[config.mk]
export PLATFORM = sky130hd
export DESIGN_NAME = fingering_note_deadband_engine
export DESIGN_NICKNAME = d
export VERILOG_FILES = /design/src/rtl/core/fnde_pkg.sv /design/src/rtl/core/fnde_queue.sv /design/src/rtl/core/fnde_front.sv /design/src/rtl/core/fnde_back.sv /design/src/rtl/core/fingering_note_deadband_engine.sv
export VERILOG_INCLUDE_DIRS = /design/src /design/src/rtl/core
export SDC_FILE = /design/constraint.sdc
export NUM_CORES = 1
export LEC_CHECK = 0
export ABC_CLOCK_PERIOD_IN_PS = 12100
export BUFFER_PORTS_ARGS = -buffer_cell sky130_fd_sc_hd__buf_2
export CORE_MARGIN = 3
export CORE_UTILIZATION = 60
export DETAILED_ROUTE_END_ITERATION = 7
export PLACE_DENSITY = 0.78
export REMOVE_ABC_BUFFERS = 1
export SLEW_MARGIN = 20
export SYNTH_ARGS = -nofsm -noshare
export SYNTH_HDL_FRONTEND = slang
export SYNTH_HIERARCHICAL = 1
export SYNTH_SLANG_ARGS = --single-unit
[constraint.sdc]
create_clock -name clock -period 12.1 [get_ports clock]
set_input_delay 1.21 -clock clock [delete_from_list [all_inputs] [get_ports clock]]
set_output_delay 1.21 -clock clock [all_outputs]
set_load 0.01 [all_outputs]
[src/rtl/core/fingering_note_deadband_engine_macros.svh]
// Assertion macros shared by the fingering note engine RTL.
`ifndef FINGERING_NOTE_DEADBAND_ENGINE_MACROS_SVH
`define FINGERING_NOTE_DEADBAND_ENGINE_MACROS_SVH

// Same-cycle implication, disabled during reset.
`define FNDE_ASSERT_IMPLY(label, clk, rst, ante, cons, msg) \
   label: assert property (@(posedge clk) disable iff (rst) (ante) |-> (cons)) \
      else $error(msg);

// Next-cycle implication, disabled during reset.
`define FNDE_ASSERT_NEXT(label, clk, rst, ante, cons, msg) \
   label: assert property (@(posedge clk) disable iff (rst) (ante) |=> (cons)) \
      else $error(msg);

`endif

[src/rtl/core/fnde_pkg.sv]
// Types, constants and the fingering table of the fingering note engine.
`default_nettype none
package fnde_pkg;

   localparam int MSG_MAX      = 4;
   localparam int MSG_CNT_W    = 3;
   localparam int QUEUE_DEPTH  = 2;
   localparam int QUEUE_PTR_W  = (QUEUE_DEPTH > 1) ? $clog2(QUEUE_DEPTH) : 1;
   localparam int QUEUE_CNT_W  = $clog2(QUEUE_DEPTH + 1);

   // MIDI status codes
   localparam logic [7:0] ST_NOTE_ON  = 8'h90;
   localparam logic [7:0] ST_NOTE_OFF = 8'h80;
   localparam logic [7:0] ST_POLY_PRS = 8'ha0;
   localparam logic [7:0] ST_CTRL     = 8'hb0;
   localparam logic [7:0] ST_PROGRAM  = 8'hc0;

   // Controller numbers and fixed data values
   localparam logic [6:0] CC_EXPRESSION = 7'h0b;
   localparam logic [6:0] CC_MODULATION = 7'h01;
   localparam logic [7:0] VEL_ON        = 8'h7f;
   localparam logic [7:0] VEL_OFF       = 8'h40;
   localparam logic [7:0] PRS_NEW       = 8'h01;
   localparam logic [7:0] PRS_OLD       = 8'h00;
   localparam logic [7:0] DATA_NONE     = 8'hff;
   localparam logic [7:0] MOD_OFFSET    = 8'd32;

   // Configuration register indexes
   localparam logic [1:0] CSR_DEAD_TIME_UNIT  = 2'd0;
   localparam logic [1:0] CSR_PROGRAM_COUNT   = 2'd1;
   localparam logic [1:0] CSR_TRANSPOSE_LIMIT = 2'd2;

   localparam logic [7:0] RST_DEAD_TIME_UNIT  = 8'd6;
   localparam logic [7:0] RST_PROGRAM_COUNT   = 8'd4;
   localparam logic [3:0] RST_TRANSPOSE_LIMIT = 4'd6;

   // Fingering to note table, indexed by the 6-bit touch pattern
   localparam logic [6:0] NOTE_MAP [64] = '{
      7'h60, 7'h5b, 7'h59, 7'h5d, 7'h58, 7'h5f, 7'h56, 7'h54,
      7'h61, 7'h5c, 7'h5a, 7'h5c, 7'h57, 7'h5e, 7'h57, 7'h55,
      7'h54, 7'h4f, 7'h4d, 7'h51, 7'h4c, 7'h53, 7'h4a, 7'h48,
      7'h55, 7'h50, 7'h4e, 7'h50, 7'h4b, 7'h52, 7'h4b, 7'h49,
      7'h54, 7'h4f, 7'h4d, 7'h51, 7'h4c, 7'h53, 7'h4a, 7'h48,
      7'h55, 7'h50, 7'h4e, 7'h50, 7'h4b, 7'h52, 7'h4b, 7'h49,
      7'h48, 7'h43, 7'h41, 7'h45, 7'h40, 7'h47, 7'h3e, 7'h3c,
      7'h49, 7'h44, 7'h42, 7'h44, 7'h3f, 7'h46, 7'h3f, 7'h3d
   };

   typedef struct packed {
      logic [7:0] status_byte;
      logic [6:0] data_one;
      logic [7:0] data_two;
   } msg_type;

   typedef struct packed {
      msg_type [MSG_MAX-1:0] msg;
      logic [MSG_CNT_W-1:0]  count;
   } bundle_type;

   typedef struct packed {
      logic [7:0] dead_time_unit;
      logic [7:0] program_count;
      logic [3:0] transpose_limit;
   } cfg_type;

   typedef struct packed {
      logic valid;
      logic full;
   } q_status_type;

endpackage
`default_nettype wire

[src/rtl/core/fnde_queue.sv]
// Short bundle queue between the classifying front and the message back end.
`default_nettype none
module fnde_queue (
   input  wire                    clock,
   input  wire                    reset,
   input  wire                    push,
   input  wire fnde_pkg::bundle_type push_data,
   input  wire                    pop,
   output fnde_pkg::bundle_type   pop_data,
   output fnde_pkg::q_status_type status
);

   fnde_pkg::bundle_type entry_ff [fnde_pkg::QUEUE_DEPTH];
   logic [fnde_pkg::QUEUE_PTR_W-1:0] wr_ptr_ff, wr_ptr_in;
   logic [fnde_pkg::QUEUE_PTR_W-1:0] rd_ptr_ff, rd_ptr_in;
   logic [fnde_pkg::QUEUE_CNT_W-1:0] count_ff, count_in;

   localparam logic [fnde_pkg::QUEUE_PTR_W-1:0] LastPtr =
      fnde_pkg::QUEUE_PTR_W'(fnde_pkg::QUEUE_DEPTH - 1);
   localparam logic [fnde_pkg::QUEUE_CNT_W-1:0] FullCount =
      fnde_pkg::QUEUE_CNT_W'(fnde_pkg::QUEUE_DEPTH);

   always_comb begin
      wr_ptr_in = wr_ptr_ff;
      rd_ptr_in = rd_ptr_ff;
      count_in  = count_ff;
      if (push) begin
         wr_ptr_in = (wr_ptr_ff == LastPtr) ? '0 : wr_ptr_ff + 1'b1;
      end
      if (pop) begin
         rd_ptr_in = (rd_ptr_ff == LastPtr) ? '0 : rd_ptr_ff + 1'b1;
      end
      if (push && !pop) begin
         count_in = count_ff + 1'b1;
      end else if (pop && !push) begin
         count_in = count_ff - 1'b1;
      end
   end

   always_ff @(posedge clock) begin
      if (reset) begin
         wr_ptr_ff <= '0;
         rd_ptr_ff <= '0;
         count_ff  <= '0;
      end else begin
         wr_ptr_ff <= wr_ptr_in;
         rd_ptr_ff <= rd_ptr_in;
         count_ff  <= count_in;
      end
   end

   always_ff @(posedge clock) begin
      if (push) begin
         entry_ff[wr_ptr_ff] <= push_data;
      end
   end

   assign pop_data     = entry_ff[rd_ptr_ff];
   assign status.valid = (count_ff != '0);
   assign status.full  = (count_ff == FullCount);

endmodule
`default_nettype wire

[src/rtl/core/fnde_front.sv]
// Front end: accepts scans and breath events, updates note state, builds messages.
`default_nettype none
module fnde_front (
   input  wire                  clock,
   input  wire                  reset,
   input  wire                  req_valid,
   output logic                 req_stall,
   input  wire                  req_func,
   input  wire  [9:0]           req_sensor_bits,
   input  wire                  req_tick,
   input  wire  [31:0]          req_now_time,
   input  wire  [6:0]           req_expression,
   input  wire fnde_pkg::cfg_type cfg,
   input  wire                  q_full,
   output logic                 q_push,
   output fnde_pkg::bundle_type q_data
);

   logic [5:0]        touch_now_ff, touch_now_in;
   logic [5:0]        touch_before_ff, touch_before_in;
   logic [6:0]        note_last_ff, note_last_in;
   logic [6:0]        tap_ff, tap_in;
   logic [31:0]       wait_start_ff, wait_start_in;
   logic [1:0]        dead_level_ff, dead_level_in;
   logic [6:0]        sounding_ff, sounding_in;
   logic              playing_ff, playing_in;
   logic [6:0]        program_ff, program_in;
   logic signed [4:0] transpose_ff, transpose_in;
   logic [3:0]        buttons_ff, buttons_in;
   fnde_pkg::bundle_type bundle;
   logic              accept;

   function automatic logic [6:0] shift_note(input logic [6:0] note,
                                             input logic signed [4:0] amt);
      shift_note = note + {{2{amt[4]}}, amt};
   endfunction

   function automatic fnde_pkg::msg_type make_msg(input logic [7:0] st,
                                                  input logic [6:0] d1,
                                                  input logic [7:0] d2);
      make_msg.status_byte = st;
      make_msg.data_one    = d1;
      make_msg.data_two    = d2;
   endfunction

   always_comb begin
      logic [fnde_pkg::MSG_CNT_W-1:0] n;
      logic [5:0]        tch;
      logic [5:0]        tb_mid;
      logic [6:0]        cand;
      logic [6:0]        diff;
      logic [31:0]       elapsed;
      logic [9:0]        dead_span;
      logic              take;
      logic [7:0]        cnt_eff;
      logic [7:0]        pn8;
      logic signed [5:0] t6;
      logic signed [5:0] lim6;
      logic [3:0]        nb;

      touch_now_in    = touch_now_ff;
      touch_before_in = touch_before_ff;
      note_last_in    = note_last_ff;
      tap_in          = tap_ff;
      wait_start_in   = wait_start_ff;
      dead_level_in   = dead_level_ff;
      sounding_in     = sounding_ff;
      playing_in      = playing_ff;
      program_in      = program_ff;
      transpose_in    = transpose_ff;
      buttons_in      = buttons_ff;
      bundle          = '0;
      n               = '0;
      take            = 1'b0;
      nb              = req_sensor_bits[9:6];

      for (int i = 0; i < 6; i++) begin
         tch[5-i] = req_sensor_bits[i];
      end
      tb_mid    = (touch_now_ff != tch) ? touch_now_ff : touch_before_ff;
      cand      = fnde_pkg::NOTE_MAP[tch];
      diff      = (cand > note_last_ff) ? cand - note_last_ff : note_last_ff - cand;
      elapsed   = req_now_time - wait_start_ff;
      dead_span = {2'b00, cfg.dead_time_unit} * {8'd0, dead_level_ff};

      if (cfg.program_count == 8'd0) begin
         cnt_eff = 8'd1;
      end else if (cfg.program_count > 8'd128) begin
         cnt_eff = 8'd128;
      end else begin
         cnt_eff = cfg.program_count;
      end
      pn8  = {1'b0, program_ff};
      t6   = {transpose_ff[4], transpose_ff};
      lim6 = {2'b00, cfg.transpose_limit};

      if (req_func) begin
         // Breath event: start or stop the note, then two controllers
         if (!playing_ff && req_expression != 7'd0) begin
            playing_in = 1'b1;
            bundle.msg[n[1:0]] = make_msg(fnde_pkg::ST_NOTE_ON,
                                          shift_note(sounding_ff, transpose_ff),
                                          fnde_pkg::VEL_ON);
            n = n + 1'b1;
         end else if (playing_ff && req_expression == 7'd0) begin
            playing_in = 1'b0;
            bundle.msg[n[1:0]] = make_msg(fnde_pkg::ST_NOTE_OFF,
                                          shift_note(sounding_ff, transpose_ff),
                                          fnde_pkg::VEL_OFF);
            n = n + 1'b1;
         end
         bundle.msg[n[1:0]] = make_msg(fnde_pkg::ST_CTRL, fnde_pkg::CC_EXPRESSION,
                                       {1'b0, req_expression});
         n = n + 1'b1;
         bundle.msg[n[1:0]] = make_msg(fnde_pkg::ST_CTRL, fnde_pkg::CC_MODULATION,
                                       {4'd0, req_expression[6:3]} + fnde_pkg::MOD_OFFSET);
         n = n + 1'b1;
      end else begin
         touch_now_in    = tch;
         touch_before_in = tb_mid;
         if (req_tick) begin
            if (tch == tb_mid) begin
               // Fingering held: release the note once the dead time ran out
               if (dead_level_ff != 2'd0 && wait_start_ff != 32'd0 &&
                   elapsed > {22'd0, dead_span}) begin
                  take = 1'b1;
               end
            end else begin
               if (dead_level_ff != 2'd0 && tap_ff[6] && tap_ff[5:0] == tch) begin
                  take = 1'b1;
               end else if (diff >= 7'd12) begin
                  wait_start_in = req_now_time;
                  dead_level_in = 2'd3;
                  if (((tch ^ tb_mid) & tch) != 6'd0) begin
                     tap_in = {1'b1, tb_mid};
                  end
               end else if (diff >= 7'd9) begin
                  wait_start_in = req_now_time;
                  dead_level_in = 2'd2;
               end else if (diff >= 7'd3) begin
                  wait_start_in = req_now_time;
                  dead_level_in = 2'd1;
               end else begin
                  take = 1'b1;
               end
               touch_before_in = tch;
            end
            if (take) begin
               note_last_in  = cand;
               tap_in        = '0;
               wait_start_in = '0;
               dead_level_in = '0;
               sounding_in   = cand;
               if (playing_ff) begin
                  if (cand != sounding_ff) begin
                     bundle.msg[0] = make_msg(fnde_pkg::ST_NOTE_ON,
                                              shift_note(cand, transpose_ff),
                                              fnde_pkg::VEL_ON);
                     bundle.msg[1] = make_msg(fnde_pkg::ST_NOTE_OFF,
                                              shift_note(sounding_ff, transpose_ff),
                                              fnde_pkg::VEL_OFF);
                  end else begin
                     bundle.msg[0] = make_msg(fnde_pkg::ST_NOTE_OFF,
                                              shift_note(sounding_ff, transpose_ff),
                                              fnde_pkg::VEL_OFF);
                     bundle.msg[1] = make_msg(fnde_pkg::ST_NOTE_ON,
                                              shift_note(cand, transpose_ff),
                                              fnde_pkg::VEL_ON);
                  end
               end else begin
                  bundle.msg[0] = make_msg(fnde_pkg::ST_POLY_PRS,
                                           shift_note(cand, transpose_ff),
                                           fnde_pkg::PRS_NEW);
                  bundle.msg[1] = make_msg(fnde_pkg::ST_POLY_PRS,
                                           shift_note(sounding_ff, transpose_ff),
                                           fnde_pkg::PRS_OLD);
               end
               n = 3'd2;
            end
         end
         if (!playing_ff) begin
            // Silent: mode buttons step program and transpose
            if (nb != buttons_ff) begin
               if (nb[0]) begin
                  pn8 = (pn8 + 8'd1 >= cnt_eff) ? 8'd0 : pn8 + 8'd1;
                  bundle.msg[n[1:0]] = make_msg(fnde_pkg::ST_PROGRAM, pn8[6:0],
                                                fnde_pkg::DATA_NONE);
                  n = n + 1'b1;
               end
               if (nb[1]) begin
                  pn8 = (pn8 == 8'd0) ? cnt_eff - 8'd1 : pn8 - 8'd1;
                  bundle.msg[n[1:0]] = make_msg(fnde_pkg::ST_PROGRAM, pn8[6:0],
                                                fnde_pkg::DATA_NONE);
                  n = n + 1'b1;
               end
               if (nb[2]) begin
                  t6 = t6 + 6'sd1;
                  if (t6 > lim6) begin
                     t6 = lim6;
                  end
               end
               if (nb[3]) begin
                  t6 = t6 - 6'sd1;
                  if (t6 < -lim6) begin
                     t6 = -lim6;
                  end
               end
            end
            program_in   = pn8[6:0];
            transpose_in = t6[4:0];
            buttons_in   = nb;
         end
      end
      bundle.count = n;
   end

   assign req_stall = q_full;
   assign accept    = req_valid && !req_stall;
   assign q_push    = accept && (bundle.count != '0);
   assign q_data    = bundle;

   always_ff @(posedge clock) begin
      if (reset) begin
         touch_now_ff    <= '0;
         touch_before_ff <= '0;
         note_last_ff    <= '0;
         tap_ff          <= '0;
         wait_start_ff   <= '0;
         dead_level_ff   <= '0;
         sounding_ff     <= '0;
         playing_ff      <= 1'b0;
         program_ff      <= '0;
         transpose_ff    <= '0;
         buttons_ff      <= '0;
      end else if (accept) begin
         touch_now_ff    <= touch_now_in;
         touch_before_ff <= touch_before_in;
         note_last_ff    <= note_last_in;
         tap_ff          <= tap_in;
         wait_start_ff   <= wait_start_in;
         dead_level_ff   <= dead_level_in;
         sounding_ff     <= sounding_in;
         playing_ff      <= playing_in;
         program_ff      <= program_in;
         transpose_ff    <= transpose_in;
         buttons_ff      <= buttons_in;
      end
   end

endmodule
`default_nettype wire

[src/rtl/core/fnde_back.sv]
// Back end: drains a bundle a message per cycle, unless stalled, into the output register.
`default_nettype none
module fnde_back (
   input  wire                  clock,
   input  wire                  reset,
   input  wire fnde_pkg::bundle_type q_data,
   input  wire                  q_valid,
   output logic                 q_pop,
   output logic                 rsp_valid,
   input  wire                  rsp_stall,
   output logic [7:0]           rsp_status_byte,
   output logic [6:0]           rsp_data_one,
   output logic [7:0]           rsp_data_two,
   output logic                 rsp_last
);

   fnde_pkg::bundle_type bundle_ff, bundle_in;
   logic                 bvalid_ff, bvalid_in;
   logic [1:0]           idx_ff, idx_in;
   logic                 rsp_valid_ff, rsp_valid_in;
   fnde_pkg::msg_type    msg_out_ff, msg_out_in;
   logic                 last_ff, last_in;
   logic                 adv;
   logic                 at_end;

   assign adv    = !rsp_valid_ff || !rsp_stall;
   assign at_end = ({1'b0, idx_ff} == bundle_ff.count - 3'd1);
   assign q_pop  = q_valid && (!bvalid_ff || (adv && at_end));

   always_comb begin
      bundle_in    = bundle_ff;
      bvalid_in    = bvalid_ff;
      idx_in       = idx_ff;
      rsp_valid_in = rsp_valid_ff;
      msg_out_in   = msg_out_ff;
      last_in      = last_ff;
      if (adv) begin
         rsp_valid_in = bvalid_ff;
         if (bvalid_ff) begin
            msg_out_in = bundle_ff.msg[idx_ff];
            last_in    = at_end;
            if (at_end) begin
               idx_in    = '0;
               bvalid_in = 1'b0;
            end else begin
               idx_in = idx_ff + 2'd1;
            end
         end
      end
      if (q_pop) begin
         bundle_in = q_data;
         bvalid_in = 1'b1;
         idx_in    = '0;
      end
   end

   always_ff @(posedge clock) begin
      if (reset) begin
         bvalid_ff    <= 1'b0;
         idx_ff       <= '0;
         rsp_valid_ff <= 1'b0;
      end else begin
         bvalid_ff    <= bvalid_in;
         idx_ff       <= idx_in;
         rsp_valid_ff <= rsp_valid_in;
      end
   end

   always_ff @(posedge clock) begin
      bundle_ff  <= bundle_in;
      msg_out_ff <= msg_out_in;
      last_ff    <= last_in;
   end

   assign rsp_valid       = rsp_valid_ff;
   assign rsp_status_byte = msg_out_ff.status_byte;
   assign rsp_data_one    = msg_out_ff.data_one;
   assign rsp_data_two    = msg_out_ff.data_two;
   assign rsp_last        = last_ff;

endmodule
`default_nettype wire

[src/rtl/core/fingering_note_deadband_engine.sv]
// Top level of the fingering note engine: config registers, front, queue, back.
//
//   channel | direction | handshake          | payload
//   --------+-----------+--------------------+-------------------------------------------
//   req_    | in        | req_valid/req_stall| func, sensor_bits, tick, now_time, expression
//   rsp_    | out       | rsp_valid/rsp_stall| status_byte, data_one, data_two, last
//   csr_    | in        | csr_valid/csr_ready| index (2 bit), data (8 bit)
//
// The front classifies a transaction and updates all note state in the cycle it is
// accepted; it takes one transaction per cycle while the two-bundle queue has room.
// The back sends one message per cycle while rsp_stall is low; an item carries 1 to 4
// messages, and an item without messages is taken by the front but never queued.
// Reset is synchronous and clears all control state; config returns to 6, 4, 6.
// rsp_stall holds the output register; req_stall rises only when the queue is full.
`default_nettype none
`include "fingering_note_deadband_engine_macros.svh"
module fingering_note_deadband_engine (
   input  wire         clock,
   input  wire         reset,
   // Input transactions
   input  wire         req_valid,
   output logic        req_stall,
   input  wire         req_func,
   input  wire  [9:0]  req_sensor_bits,
   input  wire         req_tick,
   input  wire  [31:0] req_now_time,
   input  wire  [6:0]  req_expression,
   // Result transactions
   output logic        rsp_valid,
   input  wire         rsp_stall,
   output logic [7:0]  rsp_status_byte,
   output logic [6:0]  rsp_data_one,
   output logic [7:0]  rsp_data_two,
   output logic        rsp_last,
   // Register writes
   input  wire         csr_valid,
   output logic        csr_ready,
   input  wire  [1:0]  csr_index,
   input  wire  [7:0]  csr_data
);

   fnde_pkg::cfg_type      cfg_ff, cfg_in;
   fnde_pkg::bundle_type   push_data;
   fnde_pkg::bundle_type   pop_data;
   fnde_pkg::q_status_type q_status;
   logic                   q_push;
   logic                   q_pop;
   logic                   mid_bundle_take;

   // Register writes are always taken; an unknown index is dropped.
   assign csr_ready = 1'b1;

   always_comb begin
      cfg_in = cfg_ff;
      if (csr_valid && csr_ready) begin
         case (csr_index)
            fnde_pkg::CSR_DEAD_TIME_UNIT:  cfg_in.dead_time_unit  = csr_data;
            fnde_pkg::CSR_PROGRAM_COUNT:   cfg_in.program_count   = csr_data;
            fnde_pkg::CSR_TRANSPOSE_LIMIT: cfg_in.transpose_limit = csr_data[3:0];
            default:                       cfg_in = cfg_ff;
         endcase
      end
   end

   always_ff @(posedge clock) begin
      if (reset) begin
         cfg_ff.dead_time_unit  <= fnde_pkg::RST_DEAD_TIME_UNIT;
         cfg_ff.program_count   <= fnde_pkg::RST_PROGRAM_COUNT;
         cfg_ff.transpose_limit <= fnde_pkg::RST_TRANSPOSE_LIMIT;
      end else begin
         cfg_ff <= cfg_in;
      end
   end

   // Front: accept, update fingering/dead band/button state, build the bundle
   fnde_front u_front (
      .clock           (clock),
      .reset           (reset),
      .req_valid       (req_valid),
      .req_stall       (req_stall),
      .req_func        (req_func),
      .req_sensor_bits (req_sensor_bits),
      .req_tick        (req_tick),
      .req_now_time    (req_now_time),
      .req_expression  (req_expression),
      .cfg             (cfg_ff),
      .q_full          (q_status.full),
      .q_push          (q_push),
      .q_data          (push_data)
   );

   // Queue: decouple front acceptance from output stalls
   fnde_queue u_queue (
      .clock     (clock),
      .reset     (reset),
      .push      (q_push),
      .push_data (push_data),
      .pop       (q_pop),
      .pop_data  (pop_data),
      .status    (q_status)
   );

   // Back: serialize each bundle onto the result channel
   fnde_back u_back (
      .clock           (clock),
      .reset           (reset),
      .q_data          (pop_data),
      .q_valid         (q_status.valid),
      .q_pop           (q_pop),
      .rsp_valid       (rsp_valid),
      .rsp_stall       (rsp_stall),
      .rsp_status_byte (rsp_status_byte),
      .rsp_data_one    (rsp_data_one),
      .rsp_data_two    (rsp_data_two),
      .rsp_last        (rsp_last)
   );

   // A message other than the last of its bundle is taken this cycle.
   assign mid_bundle_take = rsp_valid && !rsp_stall && !rsp_last;

   // Never push a bundle into a full queue.
   `FNDE_ASSERT_IMPLY(a_no_overflow, clock, reset, q_push, !q_status.full, "queue overflow")
   // Never pop an empty queue.
   `FNDE_ASSERT_IMPLY(a_no_underflow, clock, reset, q_pop, q_status.valid, "queue underflow")
   // Messages of one bundle go out back to back once one is taken.
   `FNDE_ASSERT_NEXT(a_bundle_gapless, clock, reset, mid_bundle_take, rsp_valid, "bundle gap")

endmodule
`default_nettype wire

## Yosys cells after proc, flatten, opt, wreduce, memory -nomap -nowiden

Memory sizes are Yosys's and may differ from the RTL's. A register that Yosys moved wholly into a read port is not among the register bits.
Index checks and enable logic that the tools add are counted.

- Register bits after elaboration: 129
- Memories: 2
- Bits of input ports: 66
- ROM bits: 448
- Logic and storage cells: 240
- RAM bits: 190

- Bitwise operators: 5
- $lt $le $gt $ge: 19
- Reduce and logical (&&, ||, !) cells: 53
- Multiplexer cells: 104
- Multipliers: 1
- Equal/unequal tests: 11
- $add $sub $neg: 22

Memory list:

| name | depth | bits a word | rd ports | clocked after Yosys merged registers in | wr ports | line | text |
|---|---|---|---|---|---|---|---|
| (name not given) | 64 | 7 | 1 | 0 | 0 | fnde_front.sv:81 | `cand = fnde_pkg::NOTE_MAP[tch];` |
| u_queue.entry_ff | 2 | 95 | 1 | 1 | 1 | fnde_queue.sv:13 | `fnde_pkg::bundle_type entry_ff [fnde_pkg::QUEUE_DEPTH];` |

Operators with widths:

| kind | count |
|---|---|
| $mux W92 | 8 |
| $bwmux W92 | 4 |
| $mux W32 | 6 |
| $demux W23 S2 | 4 |
| $mux W23 | 8 |
| $mux W46 | 3 |
| $mux W7 | 10 |
| $mux W8 | 7 |
| $mux W6 | 8 |
| $bmux W23 S2 | 1 |
| $mux W44 | 1 |
| $mux W43 | 1 |
| $mux W3 | 12 |
| $gt A32 B10 Y1 | 1 |
| $reduce_bool A32 Y1 | 1 |
| $sub A32 B32 Y32 | 1 |
| $mux W2 | 10 |
| $mux W1 | 19 |
| $logic_and A1 B1 Y1 | 16 |
| $logic_not A8 Y1 | 2 |
| $lt A2 B3 Y1 const B | 5 |
| $add A7 B7 Y7 | 2 |
| $ge A7 B4 Y1 const B | 2 |
| $reduce_bool A2 Y1 | 7 |
| other kinds (48) | 76 |

## Depth between registers and ports, before layout

Gate-level depths: netlist of run 1.

- Depth after elaboration: 33
- Mapped depth: 32

## By module

Netlist of run 1, hierarchy kept.

By module, submodules not included:

| module | area an instance (um^2) | cells an instance | times used |
|---|---|---|---|
| fnde_front | 10500.1 | 1450 | 1 |
| fnde_queue | 7273.2 | 318 | 1 |
| fnde_back | 4468.0 | 180 | 1 |
| fingering_note_deadband_engine | 838.3 | 81 | 1 |

## Least setup slack after synthesis of run 1

Ideal clock, no wire load.

- Path type: input-to-reg
- From: input port req_sensor_bits[4]
- To: memory u_queue/entry_ff[0][0] (netlist name), enable pin
- Setup slack: 1.670 ns
- Data required time: 11.539 ns
- Stages: 27
- Arrival: 9.869 ns
- Cell sequence: clkbuf_1 -> inv_1 -> ha_1 -> nor2b_1 -> a211oi_1 -> a21oi_1 -> nand2_1 -> o21ai_0 -> o21ai_0 -> inv_1 -> ha_1 -> buf_2 -> o21ai_1 -> a21oi_2 -> o211a_2 -> a32o_1 -> a22oi_1 -> a211o_1 -> o31ai_4 -> nand2_2 -> nor2_4 -> ha_1 -> nand3_1 -> o21ai_0 -> nor2_1 -> a21oi_1 -> nor2b_1

- Longest elaborated chain between the ends: 31

Ends and longest elaborated chain:

| what | line | text |
|---|---|---|
| from (decl) | fingering_note_deadband_engine.sv:24 | `input wire [9:0] req_sensor_bits,` |
| $not A6 Y7 (not written as such) | fnde_front.sv:81 |  |
| $mem_v2 Z64 W7 | n/a |  |
| $mux W7 (not written as such) (2 in a row) | fnde_front.sv:81 |  |
| $sub A7 B7 Y7 or $gt A7 B7 Y1 (tied branches) | fnde_front.sv:82 | `diff = (cand > note_last_ff) ? cand - note_last_ff : note_last_ff - cand;` |
| $mux W7 | fnde_front.sv:82 |  |
| $ge A7 B2 Y1 | fnde_front.sv:140 | `end else if (diff >= 7'd3) begin` |
| $mux W1 | fnde_front.sv:140 |  |
| $mux W1 | fnde_front.sv:137 | `end else if (diff >= 7'd9) begin` |
| (+15 left out) | n/a |  |
| $mux W3 | fnde_front.sv:183 | `if (nb != buttons_ff) begin` |
| $mux W3 (*) | fnde_front.sv:181 | `if (!playing_ff) begin` |
| $mux W3 (*) | fnde_front.sv:97 | `if (req_func) begin` |
| $reduce_bool A3 Y1 (*) | fnde_front.sv:219 | `assign q_push = accept && (bundle.count != '0);` |
| $logic_and A1 B1 Y1 (*) | fnde_front.sv:219 |  |
| named net q_push | fingering_note_deadband_engine.sv:46 | `logic q_push;` |
| $mux W1 (*) | fnde_queue.sv:53 | `if (push) begin` |
| $mux W1 (not written as such) (*) | fnde_queue.sv:54 | `entry_ff[wr_ptr_ff] <= push_data;` |
| to (decl) | fnde_queue.sv:13 |  |

Mark *: on every way through the listed nets, which the timed path passes. The rest lies on a longest branch. The select of a mux whose other input is x is not followed.

## Worst setup path after layout of run 1

- From: input port req_sensor_bits[4]
- To: memory u_queue/entry_ff[1][26] (netlist name), enable pin

Same word-level chain as after synthesis.

==> results of run 1 <==
[cell type report]
cell class | count | area [um^2] | share of cell area [%]
sequential | 415 | 11410 | 45.55
timing repair buffer | 105 | 560.5 | 2.239
multi-input combinational | 1384 | 10540 | 42.10
clock buffer | 48 | 1095 | 4.373
tap | 511 | 639.4 | 2.554
clock inverter | 31 | 345.3 | 1.379
inverter | 120 | 450.4 | 1.799
[kinds of logic after synthesis]
group           synth area share (%)
compound gates                 14.66
buf+inv                        5.334
mux                            9.579
fa+ha+maj                      6.863
flops                          49.40
other cells                  0.03254
xor+xnor                       3.182
simple gates                   10.95
[routing by layer]
| metal | up-vias | track usage, % | part of all wire [%] |
|---|---|---|---|
| met5 | - | 0 | 0 |
| met3 | 109 | 4.010 | 6.1 |
| met2 | 564 | 43.44 | 49 |
| met4 | 0 | 7.028 | 2.5 |
| met1 | 7938 | 35.77 | 43 |
| li1 | 7618 | - | - |
[state kept, by name, indices dropped and copies added, names as in the netlist, 2 cells and up, named ones only]
register	cells
u_front/tap_ff	7
u_queue/count_ff	2
u_front/buttons_ff	4
u_back/rsp_data_two	8
cfg_ff	20
u_front/program_ff	7
u_queue/entry_ff	190
u_front/dead_level_ff	2
u_front/wait_start_ff	32
u_front/sounding_ff	7
u_back/rsp_status_byte	8
u_back/idx_ff	2
u_back/rsp_data_one	7
u_front/transpose_ff	5
u_back/bundle_ff	95
u_front/touch_before_ff	6
u_front/touch_now_ff	6
[power by group]
part / switching [uW] / leakage [uW] / internal (uW)
Clock: 562 / 0.000701 / 789
Combinational: 757 / 0.00494 / 513
Sequential: 127 / 0.00382 / 1960
[critical path: cells and delay by family]
kind / cells / cell delay [ns]
AOI/OAI and AO/OA: 9 / 2.26
and+or+nand+nor: 10 / 2.28
buffers and inverters: 4 / 1.21
xor gates and xnor gates: 1 / 0.23
adders and majority gates: 3 / 1.05
[cells in the final DEF (no fill, tap or decap), types with 26 or more instances in the layout]
cell / count
a21oi_1: 127
mux2i_1: 39
nor2_1: 120
a211oi_1: 32
o21ai_0: 93
nor3_1: 28
ha_1: 117
nand4_1: 26
nand3_1: 39
mux2_2: 49
clkbuf_16: 43
nand2b_1: 33
mux2_4: 50
a22o_1: 34
inv_1: 117
edfxtp_1: 309
nand2_1: 132
dfxtp_1: 104
xnor2_1: 38
buf_2: 91
xor2_1: 39
[metrics by stage]
step	hold slack [ns]	power, uW	utilization, %
2_1_floorplan	0.4515	3040	-
3_3_place_gp	0.4716	3317	62.50
3_5_place_dp	0.4788	3367	62.50
4_1_cts	0.4872	4735	66.32
5_1_grt	0.5008	4931	66.32
6_report	0.4887	4710	66.32
[final timing paths]
path	start	endpoint	slack [ns]
setup / recovery	req_sensor_bits[4]	u_queue/entry_ff[1][26]$_DFFE_PP_	4.01
hold reg to reg	u_front/touch_now_ff[0]$_SDFFE_PP0P_	u_front/touch_now_ff[0]$_SDFFE_PP0P_	0.49
hold / removal	u_front/touch_now_ff[0]$_SDFFE_PP0P_	u_front/touch_now_ff[0]$_SDFFE_PP0P_	0.49
setup reg to reg	u_front/dead_level_ff[1]$_SDFFE_PP0P_	u_queue/entry_ff[1][26]$_DFFE_PP_	4.95
==> results by group, run 1 <==
Status
  • Status: finished clean

Clock tree
  • Cts hold-fix bufs: 0
  • CTS tree: yes
  • CTS Buf Count: 43
  • Number of post-CTS setup repair buffers: 0
  • Longest Clk Path Bufs: 3
  • Skew-Pair Late Insertion Delay: 0.58 ns
  • Clock root buffer master: clkbuf_16
  • CTS H-tree lvls: 2
  • # clock sinks: 415
  • CTS resizes: 0
  • Clk pin slew, worst setup/hold paths: 0.06 ns

Detailed routing
  • DR WL/cell: 20.47 um
  • Post-route ant nets: 0
  • 1st-pass router iterations: 5
  • DRT iter0 DRCs: 1,390
  • Via count: 16,230
  • Drc violations: 0
  • Final wirelength: 53.52 mm
  • Vias per inst: 6.208

Synthesis
  • Ys async rst share: 0%
  • Synth top cells by count: 309 x edfxtp_1, 132 x nand2_1, 127 x a21oi_1, 120 x nor2_1
  • Number of flops mapped to enable cells by yosys: 309
  • Top-area cell type share of the netlist area: 40.20%
  • Syn avg cell area: 11.37 um^2
  • Yosys warns: 6
  • Area leader, netlist: edfxtp_1
  • Most frequent cell after synthesis: edfxtp_1
  • Main synth FF type: edfxtp_1
  • Yosys reg bits: 415
  • Sequential area share after synthesis: 49.40%
  • Cell area after synthesis: 23,080 um^2
  • Largest cells by area after synthesis: edfxtp_1 40%, dfxtp_1 9.2%, ha_1 6.3%
  • Yosys cell types: 110
  • Cells after Synth: 2,029

Power and ir drop
  • VDD IR-drop max: 163.8 uV
  • Total power per unit cell area: 188.1 nW/um^2
  • Leakage: 0.009469 uW

Finish
  • Layout Cells excl Fill: 2,614
  • NumNets Final: 2,258
  • Area Growth Syn to Fin: 8.484%
  • ANT cells: 0
  • Share of layout cells above drive strength 1: 16.74%
  • Fill cells: 2,831
  • Final Cell Area: 25,040 um^2

Timing
  • Max frequency: 123.7 MHz
  • Setup WS post-layout: 4.014 ns
  • Max-slew violations: 0
  • Max_slew headroom: 27.52%
  • Worst-margin pin slew: 1.087 ns
  • # setup viols final: 0
  • Period utilization: 66.82%
  • Post-Route Setup TNS: 0 ns
  • Worst Clk Skew: 0.03216 ns
  • RSZ-0062 raised after global routing: false
  • Hold Vio Cnt, Final: 0
  • Final min period: 8.086 ns

Setup path
  • Peak per-stage delay on the critical path: 0.68 ns
  • Setup CP Type: primary input to flip-flop
  • CP required: 12.29 ns
  • CP dominant cell by count: o21ai_0
  • Critical-path maximum fanout: 48
  • Critical path arrival: 8.27 ns
  • CP startpoint kind: primary input
  • Worst-path cell with the longest stage delay: and2_4
  • Reg2Reg Depth: 26
  • Crit end category: flip-flop

Floorplan
  • Die ar.: 40,850 um^2
  • # rows: 71
  • Die width: 202.1 um
  • IO Count: 93
  • Core ar.: 37,760 um^2
  • Initial Util: 61.13%
  • DIE HEIGHT: 202.1 um

Run
  • Max Cap Viol: 0

Global routing
  • Initial antenna violation count: 0
  • Gr ovfl total: 0
  • Largest net degree at the start of global routing: 74
  • Vias in the first global route: 15,930
  • First-pass GRT wire length: 85.70 mm
  • GRT Overall Usage: 25.98%

Placed design
  • Port Buffer Count: 91
  • Post-Place Setup Slack: 3.535 ns
  • Number of cells after detailed placement: 2,535
  • Dpl hpwl: 36.50 mm
  • Instance area at placement: 23,600 um^2
  • Gpl congestion: 0.9052

Min path
  • HP Class: flip-flop to flip-flop
  • Hold-critical path depth: 2
Power figures use the tool's default switching activity.
==> run 2, diff against run 1 <==
Settings changed: ABC_CLOCK_PERIOD_IN_PS 12100 to 6800, CORE_UTILIZATION 60 to 58, PLACE_DENSITY 0.78 to 0.79.
Clock period 12.1 ns to 6.8 ns, I/O delays scaled along.
==> results by group, run 2 (synthesis gave the netlist of run 1 again) <==
Floorplan
  • # rows: 72
  • IO Count: 93
  • Die width: 205.5 um
  • DIE HEIGHT: 205.5 um
  • Initial Util: 59.17%
  • Die ar.: 42,220 um^2
  • Core ar.: 39,010 um^2

Clock tree
  • Clk pin slew, worst setup/hold paths: 0.06 ns
  • Clock root buffer master: clkbuf_16
  • Longest Clk Path Bufs: 3
  • Cts hold-fix bufs: 0
  • Skew-Pair Late Insertion Delay: 0.57 ns
  • CTS H-tree lvls: 2
  • Number of post-CTS setup repair buffers: 0
  • CTS tree: yes
  • CTS Buf Count: 42
  • # clock sinks: 415
  • CTS resizes: 0

Setup path
  • Worst-path cell with the longest stage delay: ha_1
  • Critical path arrival: 6.25 ns
  • Crit end category: flip-flop
  • Cell family with most CP delay: compound AO/OA/AOI/OAI gates
  • Critical-path maximum fanout: 51
  • CP required: 7.02 ns
  • Peak per-stage delay on the critical path: 0.51 ns
  • CP startpoint kind: primary input
  • Setup CP Type: primary input to flip-flop
  • Worst Path Buf+Inv: 4

Timing
  • Worst-margin pin slew: 1.117 ns
  • Max frequency: 165.9 MHz
  • Max-slew violations: 0
  • Setup WS post-layout: 0.7726 ns
  • RSZ-0062 raised after global routing: false
  • # setup viols final: 0
  • Period utilization: 88.64%
  • Post-Route Setup TNS: 0 ns
  • Final min period: 6.027 ns
  • Worst Clk Skew: 0.02189 ns
  • Max_slew headroom: 24.74%
  • Hold Vio Cnt, Final: 0

Placed design
  • Gpl congestion: 0.9242
  • Dpl hpwl: 38.82 mm
  • Post-Place Setup Slack: 0.2950 ns
  • Port Buffer Count: 91

Power and ir drop
  • VDD IR-drop max: 229.0 uV
  • Int Power: 5738 uW
  • Sw Share: 30.87%
  • Combinational group share of total power: 27.6%
  • Leakage: 0.009501 uW
  • Total power per unit cell area: 330.1 nW/um^2
  • Sw Pwr: 2563 uW
  • Total power: 8300 uW
  • Part of the power in registers: 44.9%
  • Clock power share: 27.5%

Finish
  • Most frequent cells in the layout: 309 x edfxtp_1, 132 x nand2_1, 127 x a21oi_1
  • ANT cells: 0
  • Biggest regs: u_queue/entry_ff x190, u_back/bundle_ff x95, u_front/wait_start_ff x32
  • Share of layout cells above drive strength 1: 16.93%
  • Most common cell after layout, fill and taps aside: edfxtp_1
  • NumNets Final: 2,269
  • Area Growth Syn to Fin: 8.945%
  • Top reg by flops: u_queue/entry_ff
  • Fill cells: 2,968
  • Flip-flop count of the largest register after layout: 190

Global routing
  • GRT Overall Usage: 25.97%
  • Gr ovfl total: 0
  • First-pass GRT wire length: 86.74 mm
  • Initial antenna violation count: 2
  • Vias in the first global route: 16,080
  • Largest net degree at the start of global routing: 70

Run
  • Max Cap Viol: 0

Detailed routing
  • 1st-pass router iterations: 6
  • DR WL/cell: 20.84 um
  • DRT iter0 DRCs: 1,343
  • Final wirelength: 54.85 mm
  • Drc violations: 0
  • Post-route ant nets: 0
  • Vias per inst: 6.169
  • Via count: 16,240

Status
  • Status: finished clean

Min path
  • HP Class: primary input to flip-flop
## run 2: power groups by stage
stage	sequential (uW)	clock [uW]	combinational (uW)
final	3730	2280	2290
after global routing	3780	2440	2490
after CTS	3740	2330	2290
after detailed placement	3770	0	2260
after global placement	3720	0	2200
after floorplan	3870	0	1540
## run 2: final timing paths
kind / slack, ns / start / cells past startpoint / end
setup reg to reg: 0.82 / u_front/wait_start_ff[4]$_SDFFE_PP0P_ / 25 / u_queue/entry_ff[0][21]$_DFFE_PP_
setup / recovery: 0.77 / req_sensor_bits[4] / 26 / u_queue/entry_ff[0][21]$_DFFE_PP_
hold / removal: 0.35 / req_now_time[22] / 2 / u_front/wait_start_ff[22]$_SDFFE_PP0P_
hold reg to reg: 0.48 / u_front/touch_now_ff[2]$_SDFFE_PP0P_ / 2 / u_front/touch_now_ff[2]$_SDFFE_PP0P_
## run 2: final cells by class
cell class	instances	area (um^2)	share of cell area, %
clock buffer	59	1156	4.598
clock inverter	19	206.4	0.8211
inverter	120	450.4	1.791
multi-input combinational	1384	10550	41.96
sequential	415	11410	45.36
tap	518	648.1	2.578
timing repair buffer	117	725.7	2.886
## run 2: through the flow
stage / cell area (um^2) / hold WS [ns] / std cells / utilization, %
4_1_cts: 25140 / 0.3218 / 2632 / 64.45
3_5_place_dp: 23780 / 0.4728 / 2554 / 60.96
6_report: 25140 / 0.3544 / 2632 / 64.46
2_1_floorplan: 22360 / 0.4515 / 1919 / -
3_3_place_gp: 23780 / 0.4680 / 2554 / 60.96
5_1_grt: 25140 / 0.3364 / 2632 / 64.46
## run 2: routing by layer
| layer | track usage, % | share of wire, % | up-vias |
|---|---|---|---|
| met5 | 0 | 0.049 | - |
| met3 | 3.844 | 6.3 | 120 |
| met4 | 8.933 | 3.4 | 4 |
| met2 | 44.07 | 48 | 592 |
| met1 | 34.24 | 42 | 7898 |
| li1 | - | - | 7623 |
==> run 3, diff against run 2 <==
Settings changed: ABC_AREA from default to 1.
==> results by group, run 3 <==
Timing
  • Max-slew violations: 0
  • Setup WS post-layout: 0.9914 ns
  • RSZ-0062 raised after global routing: false
  • Period utilization: 85.42%
  • Hold Vio Cnt, Final: 0
  • Final min period: 5.809 ns
  • Max frequency: 172.2 MHz
  • Worst Clk Skew: 0.04790 ns
  • # setup viols final: 0
  • Worst-margin pin slew: 1.049 ns
  • Max_slew headroom: 29.91%

Setup path
  • Critical-path maximum fanout: 79
  • Worst-path cell with the longest stage delay: dfxtp_1
  • CP dominant cell by count: nand2_1
  • FF-to-FF setup slack: 0.99 ns
  • CP required: 7.02 ns
  • Setup CP Type: flip-flop to flip-flop
  • Crit end category: flip-flop
  • Peak per-stage delay on the critical path: 0.60 ns
  • Critical path arrival: 6.03 ns
  • CP startpoint kind: flip-flop

Synthesis
  • Synth top cells by count: 558 x nand2_1, 333 x inv_1, 309 x edfxtp_1, 204 x nor2_1, 165 x a21oi_1
  • Area leader, netlist: edfxtp_1
  • Largest cells by area after synthesis: edfxtp_1 39%, dfxtp_1 9.0%, nand2_1 8.9%
  • Yosys cell types: 62
  • Cells after Synth: 2,582
  • Yosys warns: 6
  • Sequential area share after synthesis: 48.20%
  • Main synth FF type: edfxtp_1
  • Ys async rst share: 0%
  • Yosys reg bits: 415
  • Number of flops mapped to enable cells by yosys: 309
  • Most frequent cell after synthesis: nand2_1
  • Cell area after synthesis: 23,660 um^2
  • Syn avg cell area: 9.162 um^2
  • Top-area cell type share of the netlist area: 39.23%

Floorplan
  • Die ar.: 43,240 um^2
  • # rows: 73
  • Initial Util: 59.13%
  • DIE HEIGHT: 208.0 um
  • IO Count: 93
  • Core ar.: 40,010 um^2
  • Die width: 208.0 um

Finish
  • Share of layout cells above drive strength 1: 13.46%
  • Most frequent cells in the layout: 558 x nand2_1, 331 x inv_1, 309 x edfxtp_1
  • Top reg by flops: u_queue/entry_ff
  • Most common cell after layout, fill and taps aside: nand2_1
  • NumNets Final: 2,829
  • ANT cells: 0
  • Area Growth Syn to Fin: 8.177%
  • Biggest regs: u_queue/entry_ff x190, u_back/bundle_ff x95, u_front/wait_start_ff x32
  • Fill cells: 3,286
  • Flip-flop count of the largest register after layout: 190

Placed design
  • Gpl congestion: 0.9479
  • Post-Place Setup Slack: 0.5497 ns
  • Dpl hpwl: 39.41 mm
  • Port Buffer Count: 91

Status
  • Status: finished clean

Clock tree
  • CTS resizes: 0
  • Clock root buffer master: clkbuf_16
  • Number of post-CTS setup repair buffers: 0
  • CTS tree: yes
  • Cts hold-fix bufs: 0
  • Longest Clk Path Bufs: 3
  • CTS H-tree lvls: 2
  • Clk pin slew, worst setup/hold paths: 0.06 ns
  • # clock sinks: 415
  • Skew-Pair Late Insertion Delay: 0.58 ns
  • CTS Buf Count: 42

Global routing
  • GRT Overall Usage: 25.44%
  • Largest net degree at the start of global routing: 80
  • Initial antenna violation count: 1
  • Vias in the first global route: 17,660
  • Gr ovfl total: 0
  • First-pass GRT wire length: 90.00 mm

Detailed routing
  • 1st-pass router iterations: 6
  • Via count: 17,800
  • Vias per inst: 5.564
  • DR WL/cell: 17.33 um
  • Final wirelength: 55.44 mm
  • DRT iter0 DRCs: 1,318
  • Drc violations: 0
  • Post-route ant nets: 0

Power and ir drop
  • Total power: 8378 uW
  • Leakage: 0.01115 uW
  • VDD IR-drop max: 242.5 uV
  • Total power per unit cell area: 327.4 nW/um^2

Run
  • Max Cap Viol: 0

Min path
  • HP Class: primary input to flip-flop
[run 3: changes by cell type after synthesis, moves of 24 or more]
cell	previous run	this run
a211oi_1	32	6
a21oi_1	127	165
a22o_1	34	0
and2_1	26	2
inv_1	117	333
mux2i_1	39	1
nand2_1	132	558
nand2b_1	33	0
nand3_1	39	106
nor2_1	120	204
o21ai_0	94	133
[run 3: area by class of cell]
class / instances / area, um^2 / area share [%]
clock buffer: 61 / 1132 / 4.425
clock inverter: 17 / 161.4 / 0.6307
inverter: 356 / 1340 / 5.237
multi-input combinational: 1712 / 10250 / 40.05
sequential: 415 / 11400 / 44.57
tap: 525 / 656.9 / 2.567
timing repair buffer: 113 / 645.6 / 2.523
[run 3: layer usage]
metal  up-vias  track usage [%]  share of wire, %
li1       8732                -                 -
met1      8425            33.07                42
met2       537            44.45                49
met3       104            3.091               5.6
met4         0            8.463               3.1
met5         -                0                 0
[run 3: cell families (layout without fill, tap and decap cells)]
group / count (synthesis) / count (layout) / share of synthesized area, %
AOI/OAI and AO/OA: 436 / 436 / 10.94
xor gates and xnor gates: 65 / 65 / 2.407
adders and majority gates: 123 / 123 / 6.696
buffers and inverters: 472 / 547 / 8.833
DFF: 415 / 415 / 48.20
muxes: 96 / 96 / 5.358
other: 2 / 19 / 0.03175
and+or+nand+nor: 973 / 973 / 17.53
[run 3: through the flow]
stage               hold WS [ns]  util (%)  cells  setup TNS, ns  area, um^2
finish                    0.3730     63.96   3199              0       25590
global route              0.3790     63.96   3199              0       25590
CTS                       0.3435     63.96   3199              0       25590
detailed placement        0.4566     60.73   3121              0       24300
global placement          0.4490     60.73   3121              0       24300
floorplan                 0.4289         -   2483        -375.66       22970
[run 3: worst max-delay path: cells and delay by family, from the launching register on]
family                   cells  cell delay (ns)
AO/OA/AOI/OAI                6             0.77
AND/OR/NAND/NOR             20             2.07
flip-flops                   1             0.60
XOR/XNOR                     1             0.16
adder cells (fa/ha/maj)      4             1.14
buffers and inverters        5             0.70
[run 3: final timing paths]
kind                                          from                                    end  depth (start not counted)
max          u_front/dead_level_ff[0]$_SDFFE_PP0P_      u_queue/entry_ff[0][67]$_DFFE_PP_                         36
min reg2reg         u_front/tap_ff[6]$_SDFFE_PP0P_         u_front/tap_ff[6]$_SDFFE_PP0P_                          2
max reg2reg  u_front/dead_level_ff[0]$_SDFFE_PP0P_      u_queue/entry_ff[0][67]$_DFFE_PP_                         36
min                                req_now_time[0]  u_front/wait_start_ff[0]$_SDFFE_PP0P_                          3
[run 3: where the power goes]
group	internal (uW)	total, uW	leakage, uW	switching, uW
logic	855	2420	0.00674	1570
registers	3550	3790	0.00379	241
clock network	1210	2170	0.000626	952
total	5620	8380	0.0112	2760
